===== src/hw/rtl/dslpd_pkg.sv =====
// ----------------------------------------------------------------------------
// Press detector package
// Types and constants shared by the press detector modules.
// ----------------------------------------------------------------------------
package dslpd_pkg;

  localparam int unsigned NumLines = 5;

  localparam logic [1:0] CfgDebounce = 2'd0;
  localparam logic [1:0] CfgHoldPeriod = 2'd1;
  localparam logic [1:0] CfgLongLimit = 2'd2;

  localparam logic [15:0] DebounceReset = 16'd50;
  localparam logic [15:0] HoldPeriodReset = 16'd50;
  localparam logic [7:0] LongLimitReset = 8'd19;

  typedef struct packed {
    logic [15:0] debounce_ticks;
    logic [15:0] hold_period_ticks;
    logic [7:0]  long_limit;
  } cfg_t;

  typedef struct packed {
    logic [2:0] key_code;
    logic       is_long;
  } result_t;

endpackage


===== src/hw/rtl/dslpd_core.sv =====
// ----------------------------------------------------------------------------
// Press detector core
// Holds the debounce and hold timers and turns one registered tick into at
// most one press report.
// ----------------------------------------------------------------------------
module dslpd_core (
  input  logic              clk,
  input  logic              rst_n,
  input  logic              tick_valid,
  input  logic [4:0]        tick_levels,
  input  dslpd_pkg::cfg_t   cfg,
  output logic              res_valid,
  output dslpd_pkg::result_t res
);
  import dslpd_pkg::*;

  logic [4:0]  prev_r, prev_nxt;
  logic [2:0]  key_r, key_nxt;
  logic        deb_run_r, deb_run_nxt;
  logic [15:0] deb_rem_r, deb_rem_nxt;
  logic        hold_run_r, hold_run_nxt;
  logic [15:0] per_rem_r, per_rem_nxt;
  logic [7:0]  count_r, count_nxt;
  logic        armed_r, armed_nxt;

  logic [4:0]  rising;
  logic        any_high;
  logic        hold_started;
  logic [15:0] deb_dec;
  logic [15:0] per_dec;
  logic [15:0] deb_len;
  logic [15:0] per_len;

  assign rising   = tick_levels & ~prev_r;
  assign any_high = |tick_levels;
  assign deb_dec  = deb_rem_r - 16'd1;
  assign per_dec  = per_rem_r - 16'd1;
  assign deb_len  = (cfg.debounce_ticks == 16'd0) ? 16'd1 : cfg.debounce_ticks;
  assign per_len  = (cfg.hold_period_ticks == 16'd0) ? 16'd1 : cfg.hold_period_ticks;

  always_comb begin
    prev_nxt     = prev_r;
    key_nxt      = key_r;
    deb_run_nxt  = deb_run_r;
    deb_rem_nxt  = deb_rem_r;
    hold_run_nxt = hold_run_r;
    per_rem_nxt  = per_rem_r;
    count_nxt    = count_r;
    armed_nxt    = armed_r;
    hold_started = 1'b0;
    res_valid    = 1'b0;
    res.key_code = key_r;
    res.is_long  = 1'b0;
    if (tick_valid) begin
      prev_nxt = tick_levels;
      if (rising != 5'd0) begin
        for (int i = 0; i < NumLines; i++) begin
          if (rising[i]) begin
            key_nxt = 3'(i);
          end
        end
        armed_nxt   = 1'b0;
        deb_run_nxt = 1'b1;
        deb_rem_nxt = deb_len;
      end else if (deb_run_r) begin
        deb_rem_nxt = deb_dec;
        if (deb_dec == 16'd0) begin
          deb_run_nxt = 1'b0;
          if (any_high) begin
            armed_nxt    = 1'b1;
            count_nxt    = 8'd0;
            hold_run_nxt = 1'b1;
            per_rem_nxt  = per_len;
            hold_started = 1'b1;
          end
        end
      end
      res.key_code = key_nxt;
      if (hold_run_r && !hold_started) begin
        per_rem_nxt = per_dec;
        if (per_dec == 16'd0) begin
          per_rem_nxt = per_len;
          if (count_r == cfg.long_limit) begin
            count_nxt    = 8'd0;
            hold_run_nxt = 1'b0;
            res_valid    = 1'b1;
            res.is_long  = 1'b1;
          end else if (any_high) begin
            count_nxt = count_r + 8'd1;
          end else if (armed_nxt) begin
            hold_run_nxt = 1'b0;
            res_valid    = 1'b1;
          end
        end
      end
    end
  end

  always_ff @(posedge clk) begin
    if (!rst_n) begin
      prev_r     <= '0;
      key_r      <= '0;
      deb_run_r  <= 1'b0;
      deb_rem_r  <= '0;
      hold_run_r <= 1'b0;
      per_rem_r  <= '0;
      count_r    <= '0;
      armed_r    <= 1'b0;
    end else begin
      prev_r     <= prev_nxt;
      key_r      <= key_nxt;
      deb_run_r  <= deb_run_nxt;
      deb_rem_r  <= deb_rem_nxt;
      hold_run_r <= hold_run_nxt;
      per_rem_r  <= per_rem_nxt;
      count_r    <= count_nxt;
      armed_r    <= armed_nxt;
    end
  end

endmodule


===== src/hw/rtl/dslpd_outq.sv =====
// ----------------------------------------------------------------------------
// Press detector result queue
// Two-entry output queue that lets ticks keep flowing while a report waits.
// ----------------------------------------------------------------------------
module dslpd_outq (
  input  logic               clk,
  input  logic               rst_n,
  input  logic               push,
  input  dslpd_pkg::result_t push_data,
  input  logic               pop,
  output logic [1:0]         count,
  output dslpd_pkg::result_t head
);
  import dslpd_pkg::*;

  result_t    q_r [2];
  result_t    q_nxt [2];
  logic [1:0] count_r, count_nxt;
  logic [1:0] wr_pos;

  assign wr_pos = count_r - {1'b0, pop};
  assign count  = count_r;
  assign head   = q_r[0];

  always_comb begin
    q_nxt[0] = q_r[0];
    q_nxt[1] = q_r[1];
    if (pop) begin
      q_nxt[0] = q_r[1];
    end
    if (push) begin
      q_nxt[wr_pos[0]] = push_data;
    end
    count_nxt = count_r + {1'b0, push} - {1'b0, pop};
  end

  always_ff @(posedge clk) begin
    q_r[0] <= q_nxt[0];
    q_r[1] <= q_nxt[1];
  end

  always_ff @(posedge clk) begin
    if (!rst_n) begin
      count_r <= '0;
    end else begin
      count_r <= count_nxt;
    end
  end

endmodule


===== src/hw/rtl/debounced_short_long_press_detector.sv =====
// ----------------------------------------------------------------------------
// Debounced short/long press detector
// Watches five joystick lines one tick per item and reports short and long
// presses of the latched key.
//
//   Channel  Direction  Handshake               Payload
//   in_      input      in_valid / in_stall     in_line_levels
//   out_     output     out_valid / out_stall   out_key_code, out_is_long
//   cfg_     input      cfg_valid / cfg_ready   cfg_index, cfg_data
//
// One tick is accepted every cycle while the result queue has room.
// A tick is registered, then processed by the core; its report, if any, is
// pushed into the result queue and can be taken from there. The two-entry
// result queue, together with a registered tick, sets when in_stall rises.
// Synchronous reset clears all timers, the queue and the configuration
// registers to their default values. cfg_ready is always high.
// ----------------------------------------------------------------------------
module debounced_short_long_press_detector (
  input  logic        clk,
  input  logic        rst_n,
  input  logic        in_valid,
  output logic        in_stall,
  input  logic [4:0]  in_line_levels,
  output logic        out_valid,
  input  logic        out_stall,
  output logic [2:0]  out_key_code,
  output logic        out_is_long,
  input  logic        cfg_valid,
  output logic        cfg_ready,
  input  logic [1:0]  cfg_index,
  input  logic [15:0] cfg_data
);
  import dslpd_pkg::*;

  cfg_t       cfg_r;
  logic       s1_valid_r;
  logic [4:0] s1_levels_r;
  logic       in_take;
  logic       pop;
  logic       res_valid;
  result_t    res;
  result_t    head;
  logic [1:0] q_count;
  logic [2:0] load;

  assign cfg_ready = 1'b1;
  assign out_valid = (q_count != 2'd0);
  assign pop       = out_valid && !out_stall;
  assign load      = {1'b0, q_count} + {2'b0, s1_valid_r} - {2'b0, pop};
  assign in_stall  = (load >= 3'd2);
  assign in_take   = in_valid && !in_stall;

  assign out_key_code = head.key_code;
  assign out_is_long  = head.is_long;

  always_ff @(posedge clk) begin
    if (!rst_n) begin
      cfg_r.debounce_ticks    <= DebounceReset;
      cfg_r.hold_period_ticks <= HoldPeriodReset;
      cfg_r.long_limit        <= LongLimitReset;
    end else if (cfg_valid && cfg_ready) begin
      unique case (cfg_index)
        CfgDebounce:   cfg_r.debounce_ticks    <= cfg_data;
        CfgHoldPeriod: cfg_r.hold_period_ticks <= cfg_data;
        CfgLongLimit:  cfg_r.long_limit        <= cfg_data[7:0];
        default: begin
        end
      endcase
    end
  end

  always_ff @(posedge clk) begin
    if (!rst_n) begin
      s1_valid_r <= 1'b0;
    end else begin
      s1_valid_r <= in_take;
    end
  end

  always_ff @(posedge clk) begin
    if (in_take) begin
      s1_levels_r <= in_line_levels;
    end
  end

  dslpd_core u_core (
    .clk         (clk),
    .rst_n       (rst_n),
    .tick_valid  (s1_valid_r),
    .tick_levels (s1_levels_r),
    .cfg         (cfg_r),
    .res_valid   (res_valid),
    .res         (res)
  );

  dslpd_outq u_outq (
    .clk       (clk),
    .rst_n     (rst_n),
    .push      (res_valid),
    .push_data (res),
    .pop       (pop),
    .count     (q_count),
    .head      (head)
  );

endmodule


===== config.mk =====
export PLATFORM = sky130hd
export DESIGN_NAME = debounced_short_long_press_detector
export DESIGN_NICKNAME = d
export VERILOG_FILES = /design/src/hw/rtl/dslpd_pkg.sv /design/src/hw/rtl/dslpd_core.sv /design/src/hw/rtl/dslpd_outq.sv /design/src/hw/rtl/debounced_short_long_press_detector.sv
export SDC_FILE = /design/constraint.sdc
export NUM_CORES = 1
export LEC_CHECK = 0
export ABC_AREA = 0
export BUFFER_PORTS_ARGS = -buffer_cell sky130_fd_sc_hd__clkbuf_2
export CELL_PAD_IN_SITES_DETAIL_PLACEMENT = 1
export CELL_PAD_IN_SITES_GLOBAL_PLACEMENT = 1
export CORE_ASPECT_RATIO = 0.75
export CORE_MARGIN = 5
export CORE_UTILIZATION = 47
export CTS_BUF_LIST = sky130_fd_sc_hd__clkbuf_16
export CTS_CLUSTER_DIAMETER = 200
export CTS_CLUSTER_SIZE = 25
export DETAILED_ROUTE_END_ITERATION = 6
export GPL_ROUTABILITY_DRIVEN = 0
export PLACE_DENSITY_LB_ADDON = 0.1
export SYNTH_ARGS = -nofsm -noshare
export SYNTH_HDL_FRONTEND = slang
export SYNTH_HIERARCHICAL = 1
export SYNTH_SLANG_ARGS = --single-unit

===== constraint.sdc =====
create_clock -name clk -period 3.8 [get_ports clk]
set_input_delay 0.19 -clock clk [delete_from_list [all_inputs] [get_ports clk]]
set_output_delay 0.19 -clock clk [all_outputs]
set_load 0.03 [all_outputs]

After elaboration in Yosys (flattened, before gate mapping)
Memories as Yosys holds them, arrays and structs flattened.
Cells that the tools add are included.
{"block": "op_classes", "addsub": 8, "magnitude_cmp": 3, "n_eq_ne": 4, "muxes": 61, "n_bitwise": 3, "reduce_logical": 24}
{"op": "$mux 16", "n": 10}
{"op": "$mux 8", "n": 9}
{"op": "$logic_not 16->1", "n": 4}
{"op": "$sub 16x1->16 const B", "n": 2}
{"op": "$mux 1", "n": 31}
{"op": "$mux 3", "n": 6}
{"op": "$mux 4", "n": 3}
{"op": "$reduce_bool 2->1", "n": 5}
{"op": "$add 8x1->8 const B", "n": 1}
{"op": "$bwmux 8", "n": 1}
{"op": "$eq 8x8->1", "n": 1}
{"op": "$reduce_and 2->1", "n": 4}
{"op": "$and 5x5->5", "n": 1}
{"op": "$not 5->5", "n": 1}
{"op": "$reduce_and 5->1", "n": 1}
{"op": "$reduce_bool 5->1", "n": 1}
{"op": "$reduce_or 5->1", "n": 1}
{"op": "$demux 4 s1", "n": 1}
{"op": "$logic_and 1x1->1", "n": 4}
{"op": "$add 2x1->3", "n": 1}
{"op": "$ge 3x2->1 const B", "n": 1}
{"op": "$logic_not 1->1", "n": 3}
{"op": "$sub 3x1->3", "n": 1}
{"op": "$add 2x1->2", "n": 1}
{"op": "other kinds (9)", "n": 9}
{"block": "totals", "register_bits": 99, "ram_bits": 8, "in_bits": 28, "output_inout_bits": 7, "elab_cells": 118, "n_memories": 1}
{"memory": "u_outq.q_r", "depth": 2, "width": 4, "read_ports": 2, "rd_ports_with_merged_regs": 0, "wr": 2, "line": "dslpd_outq.sv:16", "source": "result_t q_r [2];"}

Depth between registers and ports, before layout
Gate-level depths: netlist of run 1.
{"block": "depth", "depth_word": 14, "depth_mapped": 13, "depth_no_buf": 12}

Hierarchy
Netlist of run 1, hierarchy kept.
{"module": "dslpd_core", "n_inst": 1, "cells_each": 477, "area_each_um2": 3631.0, "seq_area_each_um2": 1021.0}
{"module": "debounced_short_long_press_detector", "n_inst": 1, "cells_each": 171, "area_each_um2": 1816.7, "seq_area_each_um2": 970.9}
{"module": "dslpd_outq", "n_inst": 1, "cells_each": 36, "area_each_um2": 437.9, "seq_area_each_um2": 240.2}

Worst setup path after synthesis of run 1
Ideal clock, no wire load.
{"block": "synth_path", "kind": "reg2reg", "from": "register u_core.per_rem_r[0]", "to": "register u_outq.count_r[1], in the netlist u_outq/count[1]", "setup_time_ps": 62, "t_arrival_ps": 3150, "t_required_ps": 3738, "setup_slack_ps": 588, "path_stages_with_launch": 13, "n_path_buf": 1, "period_less_slack_ps": 3212, "cell_sequence": "dfxtp_1 inv_1 ha_1 or3b_1 clkbuf_1 o31a_1 nor4_1 o2111ai_1 a21o_1 nor2_1 ha_1 xnor3_1 nor2b_2"}
{"block": "synth_via", "elab_chain_len": 7}
{"item": "start: declaration", "line": "dslpd_core.sv:22", "source": "logic [15:0] per_rem_r, per_rem_nxt;"}
{"item": "start signal: assignment", "line": "dslpd_core.sv:115", "source": "per_rem_r <= per_rem_nxt;"}
{"item": "$sub 16x1->16", "line": "dslpd_core.sv:37", "source": "assign per_dec = per_rem_r - 16'd1;"}
{"item": "$logic_not 16->1", "line": "dslpd_core.sv:81", "source": "if (per_dec == 16'd0) begin"}
{"item": "$mux 1", "line": "dslpd_core.sv:81"}
{"item": "$mux 1", "line": "dslpd_core.sv:79", "source": "if (hold_run_r && !hold_started) begin"}
{"item": "$mux 1", "line": "dslpd_core.sv:54", "source": "if (tick_valid) begin"}
{"item": "named net res_valid", "line": "debounced_short_long_press_detector.sv:40", "source": "logic res_valid;"}
{"item": "$add 2x1->2", "line": "dslpd_outq.sv:34", "source": "count_nxt = count_r + {1'b0, push} - {1'b0, pop};"}
{"item": "$sub 2x1->2", "line": "dslpd_outq.sv:34"}
{"item": "end signal: assignment", "line": "dslpd_outq.sv:46", "source": "count_r <= count_nxt;"}
{"item": "end: declaration", "line": "dslpd_outq.sv:18", "source": "logic [1:0] count_r, count_nxt;"}
The timed path passes the listed nets, and every way through them passes these cells.
A chain may end at the register's enable or synchronous reset.

Worst setup path in the final report of run 1
Ends and elaborated chain as after synthesis.

==> results.py, run 1 <==
metrics = {
    "worst_setup_path": {
        "cp-start-kind": "flop",
        "endpoint": "u_outq/count[1]",
        "r2r_slack_ns": 0.34,
        "reg2reg_to": "u_outq/count[1]",
        "cpMostUsedCell": "ha_1",
        "critPathMaxFanout": 8,
        "worstPathArrival_ns": 3.75,
        "crit_chain": "inv_1 > ha_1 > or3b_1 > o31a_1 > nor4_1 > o2111ai_1 > a21o_1 > nor2_1 > ha_1 > xnor3_1 > nor2b_2",
        "critPathSlowestCell": "or3b_1",
        "reg2reg_from": "u_core/per_rem_r[0]",
        "rr_worst_depth": 11,
        "slowest_delay_ns": 0.49,
        "crit_path_start": "u_core/per_rem_r[0]",
        "cp-end-kind": "flop",
        "worstPathRequired_ns": 4.09,
        "criticalPathCategory": "flop to flop",
    },
    "logic_synthesis": {
        "synthFlopType": "dfxtp_1",
        "netlist_area_sq_mm": 0.00589,
        "ys_ff_latch": 107,
        "syn_inst": 684,
        "synth.area.top_cells": "dfxtp_1 33%, mux2i_1 9.4%, nand2_1 5.3%, edfxtp_1 4.6%, nor2_1 2.7%",
        "synth_edf_count": 9,
        "syn_area_per_cell_sq_um": 8.60,
        "ys_warn_count": 6,
        "synth_top_area_cell": "dfxtp_1",
        "yosysTopAreaCellShare": 0.333,
        "ys_types": 78,
        "synth_seq_area_share": 0.379,
        "async_reset_ff_frac": 0,
        "synth_nets": 721,
    },
    "power_and_ir_drop": {
        "pwr-share-clk": 0.304,
        "ir_worst_vdd_mv": 0.247,
        "p_int_w": 0.00207,
        "p_leak_nw": 2.49,
        "switchingPower_w": 0.00114,
        "swShare": 0.354,
        "comb_power_share": 0.274,
        "cellPowerDensity_mw_per_mm2": 492,
        "seqPwrFrac": 0.422,
    },
    "clock_network": {
        "cts-htree-levels": 3,
        "cts_buffers": 9,
        "tritoncts": "done",
        "cts_root_buf": "clkbuf_16",
        "clock_sinks": 107,
        "postCtsSetupBuffers": 0,
        "ctsLongestPathBuffers": 2,
        "insertion_delay_ns": 0.35,
        "clk_pin_slew_ns": 0.08,
    },
    "placed_design": {
        "io_buffers": 33,
        "dp_hpwl_mm": 12.6,
        "placed_cell_area_sq_mm": 0.00618,
        "dp.cells": 861,
        "dp_slack_ns": 0.178,
    },
    "die": {
        "pin_count": 35,
        "die-area_sq_mm": 0.0149,
        "fp-row-count": 35,
        "dieWidth_um": 139,
        "die_y_um": 107,
        "start_util": 0.480,
        "coreArea_sq_mm": 0.0123,
    },
    "timing": {
        "slew_violations": 0,
        "period_needed_ns": 3.46,
        "min_period_over_period": 0.910,
        "fin_setup_tns_ns": 0,
        "finalSetupViolations": 0,
        "max_freq_mhz": 289,
        "rsz0062_at_grt": "no",
        "maxSlewHeadroom": 0.297,
        "worstMarginPinSlew_ns": 1.05,
        "hold_violations": 0,
        "fin_ws_ns": 0.342,
        "worst_clock_skew_ns": 0.0123,
    },
    "grt": {
        "busiest_layer": "met2",
        "gr-total-overflow": 0,
        "grt_pass1_wl_mm": 28.5,
        "use_met3": 0.0388,
        "met1_usage": 0.338,
        "grt_max_degree": 88,
        "grt_util_met2": 0.376,
        "grt_pass1_vias": 5294,
        "track_usage": 0.236,
        "antenna_found_initial": 0,
    },
    "cells_and_area": {
        "instances_no_fill": 879,
        "fin_area_sq_mm": 0.00653,
        "syn_to_final_growth_pct": 10.9,
        "drive_gt1_frac": 0.116,
        "antenna_cells": 0,
        "layout.nets": 745,
        "final_core_util": 0.532,
    },
    "drt": {
        "wl_per_cell_um": 19.8,
        "first_pass_iters": 5,
        "final_antenna_net_count": 0,
        "wl_mm": 17.4,
        "routed_via_density": 6.04,
        "drt_iter0_drc": 423,
        "vias": 5307,
        "post-route-drc-count": 0,
    },
    "worst_hold_path": {
        "hold_class": "input port to flop",
        "hold_depth": 1,
    },
    "status": {
        "status": "completed",
    },
    "flow_run": {
        "maxCapViolCount": 0,
    },
}
[worst max-delay path, delay by kind of cell (launching register included)]
kind,cells,cell delay (ns)
compound gates,3,0.90
xor+xnor,1,0.41
fa+ha+maj,2,0.52
buf+inv,1,0.12
flops,1,0.37
simple gates,4,1.08
[state kept, by name, indices dropped and copies added, names as in the netlist, 2 cells and up, named ones only]
| name | flops |
|---|---|
| u_core/prev_r | 5 |
| u_core/per_rem_r | 16 |
| u_outq/count | 2 |
| s1_levels_r | 5 |
| cfg_r | 40 |
| u_outq/q_r | 4 |
| u_core/key_r | 3 |
| u_core/count_r | 8 |
| u_core/deb_rem_r | 16 |
[area by class of cell]
cell class | count | area, sq um
tap | 166 | 208
clock inverter | 6 | 63.8
clock buffer | 10 | 250
inverter | 24 | 90.1
timing repair buffer | 53 | 320
sequential | 107 | 2230
fill | 1489 | 5740
multi-input combinational | 513 | 3360
[timing repair]
action / CTS / global route
setup endpoints to repair: 0 / 11
resized for setup: 0 / 1
endpoints found under the hold margin: 0 / 2
hold buffers: 0 / 2
[power by group through the flow]
stage / logic (W) / registers [W] / clock network (W)
CTS: 0.000872 / 0.00135 / 0.000999
global placement: 0.000841 / 0.00137 / 0
finish: 0.000880 / 0.00136 / 0.000975
global route: 0.000960 / 0.00137 / 0.00105
floorplan: 0.000668 / 0.00134 / 0
detailed placement: 0.000867 / 0.00138 / 0
[cell families (layout without fill, tap and decap cells)]
group / after synthesis / in the layout / share of synthesized area
AO/OA/AOI/OAI: 135 / 135 / 0.164
XOR/XNOR: 18 / 18 / 0.0291
adder cells (fa/ha/maj): 9 / 9 / 0.0204
buffers and inverters: 64 / 93 / 0.0517
flip-flops: 107 / 107 / 0.379
multiplexers: 55 / 55 / 0.0935
other: 1 / 1 / 0.000637
AND/OR/NAND/NOR: 295 / 295 / 0.262
[placed cells by master, fill, tap and decap left out, types with 7 or more instances in the layout]
master | synthesis | routed
nor4_1 | 18 | 18
a221oi_1 | 7 | 7
a21oi_1 | 29 | 29
nor3_1 | 26 | 26
nand4b_1 | 7 | 7
inv_1 | 24 | 24
clkbuf_2 | 1 | 33
nor2b_1 | 17 | 17
dfxtp_1 | 98 | 98
nor2_1 | 43 | 43
nand2b_1 | 13 | 13
buf_4 | 9 | 18
ha_1 | 8 | 8
nand2_1 | 83 | 83
or3_1 | 7 | 7
edfxtp_1 | 9 | 9
nand4_1 | 10 | 10
nand3_1 | 25 | 25
o21ai_0 | 21 | 21
a22oi_1 | 7 | 7
clkbuf_16 | 0 | 10
mux2i_1 | 55 | 55
xor2_1 | 13 | 13
and2_1 | 12 | 12
[through the flow]
stage | hold WS [ns] | power (W)
after floorplan | 0.289 | 0.00201
after global placement | 0.370 | 0.00221
after detailed placement | 0.369 | 0.00224
after CTS | 0.00509 | 0.00323
after global routing | 0.000598 | 0.00338
final | 0.0167 | 0.00321
[cell usage after synthesis, types with 12 or more instances]
cell type  count
nand2_1       83
o21ai_0       21
inv_1         24
mux2i_1       55
nor2b_1       17
a21oi_1       29
dfxtp_1       98
clkbuf_1      18
nor3_1        26
nor2_1        43
nand2b_1      13
and2_1        12
nor4_1        18
nand3_1       25
xor2_1        13
[layer usage]
layer | share of wire | wire, um | vias up
li1 | - | - | 2535
met3 | 0.041 | 706 | 16
met1 | 0.49 | 8530 | 2641
met5 | 0 | 0 | -
met4 | 0.012 | 207 | 0
met2 | 0.46 | 7990 | 115
[how the worst min path moves through the flow]
stage	startpoint	to	slack [ns]
finish	in_line_levels[2]	s1_levels_r[2]	0.02
detailed placement	in_line_levels[2]	s1_levels_r[2]	0.37
global route	in_line_levels[3]	s1_levels_r[3]	0.0006
CTS	in_line_levels[0]	s1_levels_r[0]	0.005
global placement	in_line_levels[0]	s1_levels_r[0]	0.37
floorplan	in_line_levels[0]	s1_levels_r[0]	0.29
(Power assumes the default switching activity.)
==> inputs of run 2 (changes only) <==
--- a/config.mk
+++ b/config.mk
@@ -18,6 +18,7 @@
 export DETAILED_ROUTE_END_ITERATION = 6
 export GPL_ROUTABILITY_DRIVEN = 0
 export PLACE_DENSITY_LB_ADDON = 0.1
+export RECOVER_POWER = 100
 export SYNTH_ARGS = -nofsm -noshare
 export SYNTH_HDL_FRONTEND = slang
 export SYNTH_HIERARCHICAL = 1
==> results.py, run 2 (synthesis results as in run 1) <==
metrics = {
    "flow_run": {
        "maxCapViolCount": 1,
    },
    "timing": {
        "finalSetupViolations": 0,
        "worstMarginPinSlew_ns": 1.62,
        "hold_violations": 0,
        "fin_setup_tns_ns": 0,
        "min_period_over_period": 0.933,
        "maxSlewHeadroom": -0.0807,
        "slew_violations": 88,
        "max_freq_mhz": 282,
        "period_needed_ns": 3.55,
        "rsz0062_at_grt": "no",
        "worst_clock_skew_ns": 0.00929,
    },
    "worst_hold_path": {
        "hold_depth": 1,
        "hp-start": "in_line_levels[2]",
        "hold_end": "s1_levels_r[2]",
        "hold_class": "input port to flop",
    },
    "grt": {
        "grt_max_degree": 88,
        "grt_pass1_wl_mm": 28.5,
        "gr-total-overflow": 0,
        "antenna_found_initial": 0,
        "grt_pass1_vias": 5294,
        "track_usage": 0.236,
    },
    "clock_network": {
        "ctsLongestPathBuffers": 2,
        "insertion_delay_ns": 0.35,
        "cts_root_buf": "clkbuf_16",
        "clk_pin_slew_ns": 0.08,
        "clock_sinks": 107,
        "cts-htree-levels": 3,
        "tritoncts": "done",
        "postCtsSetupBuffers": 0,
        "cts_buffers": 9,
    },
    "drt": {
        "first_pass_iters": 5,
        "vias": 5295,
        "wl_mm": 17.4,
        "post-route-drc-count": 0,
        "routed_via_density": 6.02,
        "wl_per_cell_um": 19.8,
        "final_antenna_net_count": 0,
        "drt_iter0_drc": 403,
    },
    "cells_and_area": {
        "final_common_cell": "dfxtp_1",
        "layout.nets": 745,
        "largest_register_ffs": 40,
        "regMostFlops": "cfg_r",
        "antenna_cells": 0,
        "largestRegisters": "cfg_r: 40 flops, u_core/deb_rem_r: 16 flops, u_core/per_rem_r: 16 flops",
        "fin_area_sq_mm": 0.00648,
        "drive_gt1_frac": 0.0940,
        "n_fill_cell": 1495,
        "syn_to_final_growth_pct": 10.1,
        "final_cell_mix": "98 x dfxtp_1, 83 x nand2_1, 55 x mux2i_1, 43 x nor2_1, 29 x a21oi_1",
    },
    "power_and_ir_drop": {
        "cellPowerDensity_mw_per_mm2": 493,
        "p_leak_nw": 2.44,
        "ir_worst_vdd_mv": 0.242,
    },
    "placed_design": {
        "placed_cell_area_sq_mm": 0.00618,
        "io_buffers": 33,
        "dp_hpwl_mm": 12.6,
    },
    "worst_setup_path": {
        "reg2reg_to": "u_core/per_rem_r[2]",
        "rr_worst_depth": 9,
        "critPathMaxFanout": 8,
        "worstPathArrival_ns": 3.73,
        "worstPathRequired_ns": 3.99,
        "cp-end-kind": "flop",
        "reg2reg_from": "u_core/per_rem_r[0]",
        "cp-start-kind": "flop",
        "r2r_slack_ns": 0.25,
        "criticalPathCategory": "flop to flop",
    },
    "status": {
        "status": "finished, violations left",
        "failed_checks": "max-capacitance violations, max-slew violations",
    },
    "die": {
        "fp-row-count": 35,
        "start_util": 0.480,
        "die-area_sq_mm": 0.0149,
        "coreArea_sq_mm": 0.0123,
        "die_y_um": 107,
        "dieWidth_um": 139,
        "pin_count": 35,
    },
}
## run 2: changes by cell type in the layout (fill, tap and decap cells not counted), moves of 3 or more
cell	before	now
clkbuf_1	0	14
and2_1	12	9
o21ai_0	21	26
buf_4	18	10
clkbuf_2	33	27
o21ai_1	5	0
and2_0	0	3
## run 2: repair_timing
item / CTS / global route
hold buffers: 0 / 2
gates resized for setup: 0 / 1
setup endpoints to repair: 0 / 11
endpoints found under the hold margin: 0 / 2
## run 2: power breakdown
part / switching, W / internal [W] / leakage (nW)
Combinational: 0.000555 / 0.000309 / 1.41
Clock: 0.000468 / 0.000504 / 0.151
Sequential: 0.000107 / 0.00125 / 0.880
## run 2: stage by stage
step	worst slack (ns)	util	total power (W)	hold slack [ns]	instances
2_1_floorplan	0.588	-	0.00201	0.289	684
3_3_place_gp	0.404	0.504	0.00221	0.370	861
3_5_place_dp	0.178	0.504	0.00224	0.369	861
4_1_cts	0.175	0.530	0.00323	0.00509	877
5_1_grt	0.0160	0.528	0.00337	0.000598	879
6_report	0.255	0.528	0.00319	0.0170	879
## run 2: final cells by class
class / count / area, sq um / share of cell area
Clock inverter: 6 / 63.8 / 0.00985
Tap cell: 166 / 208 / 0.0321
Multi-Input combinational cell: 513 / 3350 / 0.517
Inverter: 24 / 90.1 / 0.0139
Sequential cell: 107 / 2230 / 0.345
Clock buffer: 10 / 250 / 0.0386
Timing Repair Buffer: 53 / 283 / 0.0436
## run 2: worst max-delay path by stage
stage / from / endpoint / slack [ns]
2_1_floorplan: u_core/per_rem_r[0] / u_outq/count[1] / 0.59
3_3_place_gp: u_core/per_rem_r[0] / u_core/per_rem_r[7] / 0.40
3_5_place_dp: u_core/per_rem_r[0] / u_core/per_rem_r[7] / 0.18
4_1_cts: u_core/per_rem_r[0] / u_core/per_rem_r[2] / 0.18
5_1_grt: u_core/per_rem_r[0] / u_core/count_r[0] / 0.02
6_report: u_core/per_rem_r[0] / u_core/per_rem_r[2] / 0.25
## run 2: per-layer routing
| layer | vias to the layer above | wire [um] | share of wire | global-route usage |
|---|---|---|---|---|
| li1 | 2533 | - | - | - |
| met1 | 2636 | 8540 | 0.49 | 0.338 |
| met2 | 110 | 8010 | 0.46 | 0.376 |
| met3 | 16 | 650 | 0.037 | 0.0388 |
| met4 | 0 | 207 | 0.012 | 0.0517 |
| met5 | - | 0 | 0 | 0 |
## run 2: worst max-delay path: stages (launching register included)
cell	delay, ns
dfxtp_1	0.37
inv_1	0.12
ha_1	0.33
or3b_1	0.49
o31a_1	0.32
or4_1	0.50
a211oi_1	0.51
a2111oi_0	0.25
o211ai_1	0.27
o221ai_1	0.21
